--- src/rtl/lce_pkg.sv ---
// ----------------------------------------------------------------------------
// Linear convolution engine package
// Shared constants, command codes and the control and status bundles that
// pass between the controller and the datapath.
// ----------------------------------------------------------------------------
`default_nettype none

package lce_pkg;

   localparam int MAX_TAPS    = 4096;
   localparam int SAMPLE_BITS = 24;
   localparam int TAP_ADDR_W  = $clog2(MAX_TAPS);
   localparam int FILL_W      = TAP_ADDR_W + 1;
   localparam int PROD_W      = 2 * SAMPLE_BITS;
   localparam int ACC_W       = 64;
   localparam int VALUE_W     = 32;
   localparam int TAP_COUNT_W = 13;
   localparam int SHIFT_W     = 5;
   localparam int TAIL_W      = 13;
   localparam int CSR_DATA_W  = 13;
   localparam int CSR_INDEX_W = 1;
   localparam int CMD_W       = 2;

   typedef enum logic [CMD_W-1:0] {
      CMD_LOAD   = 2'd0,
      CMD_SAMPLE = 2'd1,
      CMD_TAIL   = 2'd2,
      CMD_CLEAR  = 2'd3
   } cmd_type;

   typedef enum logic [CSR_INDEX_W-1:0] {
      CSR_TAP_COUNT = 1'b0,
      CSR_OUT_SHIFT = 1'b1
   } csr_index_type;

   typedef struct packed {
      logic                  accept;
      logic                  issue;
      logic [TAP_ADDR_W-1:0] tap;
      logic                  shift;
      logic                  emit;
   } lce_ctl_type;

   typedef struct packed {
      logic [TAP_ADDR_W-1:0] last_tap;
      logic                  out_busy;
   } lce_stat_type;

endpackage

`default_nettype wire

--- src/rtl/lce_ctrl.sv ---
// ----------------------------------------------------------------------------
// Linear convolution engine controller
// Accepts command beats and sequences the tap walk, the pipeline drain,
// the output scaling and the hand-over to the result register.
// ----------------------------------------------------------------------------
`default_nettype none

module lce_ctrl (
   input  wire                          clock,
   input  wire                          reset,
   input  wire                          req_valid,
   input  wire [lce_pkg::CMD_W-1:0]     req_command,
   output logic                         req_ready,
   input  lce_pkg::lce_stat_type        stat,
   output lce_pkg::lce_ctl_type         ctl
);

   typedef enum logic [2:0] {
      ST_IDLE,
      ST_RUN,
      ST_DRAIN,
      ST_SHIFT,
      ST_EMIT
   } state_type;

   state_type                           state_ff, state_in;
   logic [lce_pkg::TAP_ADDR_W-1:0]      tap_ff, tap_in;
   logic                                drain_ff, drain_in;
   logic                                accept;
   logic                                needs_output;

   assign req_ready    = (state_ff == ST_IDLE);
   assign accept       = req_valid && req_ready;
   assign needs_output = (lce_pkg::cmd_type'(req_command) == lce_pkg::CMD_SAMPLE) ||
                         (lce_pkg::cmd_type'(req_command) == lce_pkg::CMD_TAIL);

   always_comb begin
      state_in   = state_ff;
      tap_in     = tap_ff;
      drain_in   = drain_ff;
      ctl.accept = accept;
      ctl.issue  = 1'b0;
      ctl.tap    = tap_ff;
      ctl.shift  = 1'b0;
      ctl.emit   = 1'b0;
      case (state_ff)
         ST_IDLE: begin
            tap_in = '0;
            if (accept && needs_output) begin
               state_in = ST_RUN;
            end
         end
         ST_RUN: begin
            ctl.issue = 1'b1;
            if (tap_ff == stat.last_tap) begin
               state_in = ST_DRAIN;
               drain_in = 1'b0;
            end else begin
               tap_in = tap_ff + 1'b1;
            end
         end
         ST_DRAIN: begin
            drain_in = 1'b1;
            if (drain_ff) begin
               state_in = ST_SHIFT;
            end
         end
         ST_SHIFT: begin
            ctl.shift = 1'b1;
            state_in  = ST_EMIT;
         end
         ST_EMIT: begin
            if (!stat.out_busy) begin
               ctl.emit = 1'b1;
               state_in = ST_IDLE;
            end
         end
         default: begin
            state_in = ST_IDLE;
         end
      endcase
   end

   always_ff @(posedge clock) begin
      if (reset) begin
         state_ff <= ST_IDLE;
         tap_ff   <= '0;
         drain_ff <= 1'b0;
      end else begin
         state_ff <= state_in;
         tap_ff   <= tap_in;
         drain_ff <= drain_in;
      end
   end

endmodule

`default_nettype wire

--- config.mk ---
export PLATFORM = sky130hd
export DESIGN_NAME = lce_ctrl
export DESIGN_NICKNAME = d
export VERILOG_FILES = /design/src/rtl/lce_pkg.sv /design/src/rtl/lce_ctrl.sv
export SDC_FILE = /design/constraint.sdc
export NUM_CORES = 1
export LEC_CHECK = 0
export BUFFER_PORTS_ARGS = -buffer_cell sky130_fd_sc_hd__buf_2
export CAP_MARGIN = 20
export CORE_MARGIN = 5
export CORE_UTILIZATION = 40
export DETAILED_ROUTE_END_ITERATION = 16
export GPL_TIMING_DRIVEN = 0
export PLACE_DENSITY = 0.67
export SYNTH_ARGS = -nofsm -noshare
export SYNTH_HDL_FRONTEND = slang
export SYNTH_SLANG_ARGS = --single-unit
--- constraint.sdc ---
create_clock -name clock -period 2.7 [get_ports clock]
set_clock_uncertainty 0.1 [all_clocks]
set_input_delay 0.675 -clock clock [delete_from_list [all_inputs] [get_ports clock]]
set_output_delay 0.675 -clock clock [all_outputs]
set_load 0.02 [all_outputs]
-- Word level (Yosys, flattened, before mapping)
Index checks and enable logic that the tools add are counted.
- add/subtract/negate cells: 1
- multiply operators: 0
- divide/modulo/power cells: 0
- $lt $le $gt $ge: 0
- equality and inequality tests: 12
- shift operators: 0
- mux-type cells: 13
- bitwise gates (word level): 0
- reductions and logical operators: 9
- operators by type and width (kind ; count):
    case mux 12 bit (2 select lines) ; 1
    case mux 3 bit (5 select lines) ; 1
    adder 12 x 1 -> 12 bit, second input constant ; 1
    == test 12 bit ; 1
    two-way mux 12 bit ; 1
    two-way mux 3 bit ; 4
    inequality test 2 bit, second input constant ; 4
    == test 3 x 2 -> 1 bit, second input constant ; 2
    two-way mux 1 bit ; 5
    AND reduction 2 bit ; 2
    AND reduction 4 bit ; 1
    nonzero test 2 bit ; 2
    == test 3 x 1 -> 1 bit, second input constant ; 1
    == test 3 bit, second input constant ; 1
    logical NOT 3 bit ; 1
    == test 2 x 1 -> 1 bit, second input constant ; 1
    == test 2 bit, second input constant ; 1
    logical AND 1 bit ; 2
    inequality test 2 x 1 -> 1 bit, second input constant ; 1
    case mux 1 bit (2 select lines) ; 1
    logical OR 1 bit ; 1
- bits in registers: 16
- latch bits: 0
- memory bits (writable): 0
- ROM bits: 0
- bits of input ports: 18
- output and inout port bits: 17
- word-level logic and storage cells: 38
- memories kept: 0

-- Logic depth before layout (Yosys ltp)
- depth after elaboration: 5
- depth in mapped cells: 8
- depth with buffers taken out: 5

-- Worst setup path after synthesis
OpenSTA, ideal clock, no wires.
- path type: input -> register
- from: in stat[5] (netlist name)
- to: reg tap_ff[5] (netlist name)
- library setup time: 0.095 ns
- arrival time: 1.932 ns
- required time: 2.505 ns
- path slack: 0.573 ns
- stages: 7
- path buffers: 2
- cells stage by stage: xnor2_1 nand4_1 or3_1 buf_2 buf_6 a2111o_1 o311ai_1
- longest elaborated chain between the ends: 3
- RTL lines (what ; line ; text):
    start: declaration ; lce_ctrl.sv:14 ; input lce_pkg::lce_stat_type stat,
    == test 12 bit ; lce_ctrl.sv:55 ; if (tap_ff == stat.last_tap) begin
    inequality test 2 bit (no line) ; - ;
    AND reduction 2 bit (no line) ; - ;
    end signal: assignment ; lce_ctrl.sv:91 ; tap_ff <= tap_in;
    end: declaration ; lce_ctrl.sv:27 ; logic [lce_pkg::TAP_ADDR_W-1:0] tap_ff, tap_in;
No other way between the ends.
A chain may end at the register's enable or synchronous reset.

-- Final worst setup path
- from: reg state_ff[2]
- to: out req_ready
- longest elaborated chain between the ends: 1
- RTL lines (what ; line ; text):
    start: declaration ; lce_ctrl.sv:26 ; state_type state_ff, state_in;
    start signal: assignment ; lce_ctrl.sv:90 ; state_ff <= state_in;
    logical NOT 3 bit ; lce_ctrl.sv:32 ; assign req_ready = (state_ff == ST_IDLE);
    end: declaration ; lce_ctrl.sv:13 ; output logic req_ready,
No other way between the ends.

==> impl_metrics.json <==
{
  "status": "finished, final reports clean",
  "synth_ff_type": "dfxtp_1",
  "grt_use_total": 0.165,
  "start_kind": "register",
  "insertion_delay_ns": 0.29,
  "cts_setup_buffers": 0,
  "ctsLongestPathBuffers": 2,
  "use_met1": 0.210,
  "setup_tns_ns": 0,
  "grt_max_degree": 11,
  "finalCritPeriodShare": 0.947,
  "setup_viol": 0,
  "rsz0062_at_grt": "false",
  "antennaDiodeCount": 0,
  "powerDensity_nw_per_um2": 353,
  "die-area_sq_um": 3950,
  "cts.clk_slew.worst_paths_ns": 0.10,
  "place_congestion": 0.885,
  "ant_nets": 0,
  "nFillCells": 282,
  "final_net_count": 202,
  "post-route-drc-count": 0,
  "async_reset_ff_frac": 0,
  "synth_edf_count": 0,
  "period_minus_slack_ns": 2.56,
  "io_pins": 35,
  "final_util": 0.504,
  "numCtsBuffers": 3,
  "grt_pass1_wl_um": 5560,
  "wl_um": 3200,
  "antenna_found_initial": 0,
  "hp-class": "reg -> reg",
  "critical_path_class": "reg -> out",
  "synthesis.area_sq_um": 1120,
  "met2_usage": 0.268,
  "worst_pin_slew_ns": 0.505,
  "area_delta_synth_final_pct": 22.4,
  "initial_core_util": 0.412,
  "drive_gt1_frac": 0.275,
  "irDropWorstVdd_v": 0.000207,
  "relSlewSlack": 0.663,
  "cts_tree": "done",
  "wl_per_cell_um": 15.0,
  "report.final.slew_viol_count": 0,
  "crit_arrival_ns": 1.78,
  "synth.net_count": 163,
  "ys_seq_area_frac": 0.287,
  "reg2regPathDepth": 7,
  "cp-end-kind": "primary output",
  "synth_cell_types": 39,
  "cts_sinks": 16,
  "hold_viol": 0,
  "core_area_sq_um": 2710,
  "drtPass1Iterations": 4,
  "drtIter0Drc": 59,
  "first_global_vias": 1219,
  "top_usage_layer": "met2",
  "synth.avg_cell_area_sq_um": 7.75,
  "die_y_um": 62.8,
  "drv_cap": 0,
  "rows": 19,
  "fmax_ghz": 0.391,
  "netlist_instances": 144,
  "dpl.hpwl_um": 2430,
  "ff2ff_setup_slack_ns": 0.59,
  "min_path_cells": 2,
  "leakage_nw": 0.559,
  "die_x_um": 62.8,
  "yosysWarnings": 0,
  "cts-root-buf": "clkbuf_4",
  "critical_path_peak_fanout": 10,
  "synth_seq_cells": 16,
  "htree_levels": 1,
  "worstPathRequired_ns": 1.92,
  "viasPerCell": 5.92,
  "vias": 1262,
  "grt-ovfl-total": 0,
  "port_buffers": 34,
  "cts_resized": 0,
  "holdBufCountCts": 0,
  "use_met3": 0.0414
}
[state kept, by name, indices dropped and copies added, names as in the netlist]
name	cells
state_ff	3
tap_ff	12
drain_ff	1
[cells by family (layout without fill, tap and decap cells)]
group / Yosys count / count (layout) / share of synthesized area
AO/OA/AOI/OAI: 27 / 27 / 0.197
flip-flops: 16 / 16 / 0.287
buffers and inverters: 19 / 57 / 0.0830
AND/OR/NAND/NOR: 67 / 67 / 0.304
XOR/XNOR: 13 / 13 / 0.109
adder cells (fa/ha/maj): 1 / 1 / 0.0112
multiplexers: 1 / 1 / 0.00897
[layer usage]
metal  vias up  routed length [um]
li1        612                   -
met1       579                1390
met2        67                1510
met3         4                 274
met4         0                  21
met5         -                   0
[critical path, stage by stage, from the launching register on]
cell and delay [ns]:
dfxtp_1 0.31, clkbuf_1 0.19, or2_2 0.37, clkbuf_1 0.25, nor2_2 0.20, buf_2 0.19
[area by class of cell]
| cell class | count | area, sq um | share of cell area |
|---|---|---|---|
| multi-input combinational | 109 | 708 | 0.518 |
| sequential | 16 | 320 | 0.234 |
| timing repair buffer | 34 | 170 | 0.125 |
| buffer | 11 | 62.6 | 0.0458 |
| tap | 31 | 38.8 | 0.0284 |
| clock buffer | 4 | 36.3 | 0.0266 |
| inverter | 8 | 30.0 | 0.0220 |
[synth_stat cells (all sizes together) (2+ instances only)]
cell type / number / area (sq um)
a2111o: 2 / 22.5
a211o: 2 / 17.5
a211oi: 2 / 20.0
a21oi: 4 / 20.0
a31oi: 4 / 25.0
a32o: 2 / 20.0
and3: 9 / 56.3
buf: 5 / 40.0
clkbuf: 6 / 22.5
dfxtp: 16 / 320
inv: 7 / 26.3
nand2: 15 / 56.3
nand3: 10 / 50.1
nand4: 6 / 37.5
nor2: 9 / 33.8
nor3: 9 / 45.0
nor4: 4 / 25.0
o21ai: 3 / 15.0
o311ai: 2 / 17.5
or3: 2 / 12.5
xnor2: 12 / 113
[where the power goes]
group	leakage, nW	switching [mW]	internal, mW	total [mW]
clock network	0.0210	0.0804	0.0821	0.162
logic	0.409	0.0451	0.0325	0.0776
registers	0.129	0.00350	0.238	0.242
[layout by cell type (no fill, tap or decap), types with 2 or more instances in the layout]
cell type,synthesis,layout
xnor2_1,11,11
a211o_1,2,2
clkbuf_1,6,6
a2111o_1,2,2
buf_2,2,36
buf_6,2,2
nand3_1,10,10
or3_1,2,2
nor3_1,9,9
and3_1,9,9
nand2_1,15,15
a32o_1,2,2
nand4_1,6,6
dfxtp_1,16,16
nor4_1,4,4
nor2_1,9,7
a31oi_1,4,4
a21oi_1,4,4
o21ai_0,3,3
clkbuf_4,0,3
inv_1,7,7
nor2_2,0,2
[through the flow]
stage | worst slack, ns | area [sq um] | total power [mW] | hold slack, ns | std cells
5_1_grt | 0.00957 | 1370 | 0.509 | 0.442 | 213
3_3_place_gp | 0.351 | 1330 | 0.322 | 0.384 | 209
2_1_floorplan | 0.573 | 1120 | 0.294 | 0.363 | 144
6_report | 0.142 | 1370 | 0.482 | 0.405 | 213
4_1_cts | 0.0636 | 1360 | 0.483 | 0.400 | 213
3_5_place_dp | 0.283 | 1330 | 0.324 | 0.385 | 209
[final timing paths]
check                           endpoint                      from
setup / recovery               req_ready  state_ff[2]$_SDFFE_PP0P_
hold / removal     drain_ff$_SDFFE_PP0P_     drain_ff$_SDFFE_PP0P_
setup reg to reg  tap_ff[3]$_SDFFE_PP0P_    tap_ff[3]$_SDFFE_PP0P_
hold reg to reg    drain_ff$_SDFFE_PP0P_     drain_ff$_SDFFE_PP0P_
(Power assumes the default switching activity.)
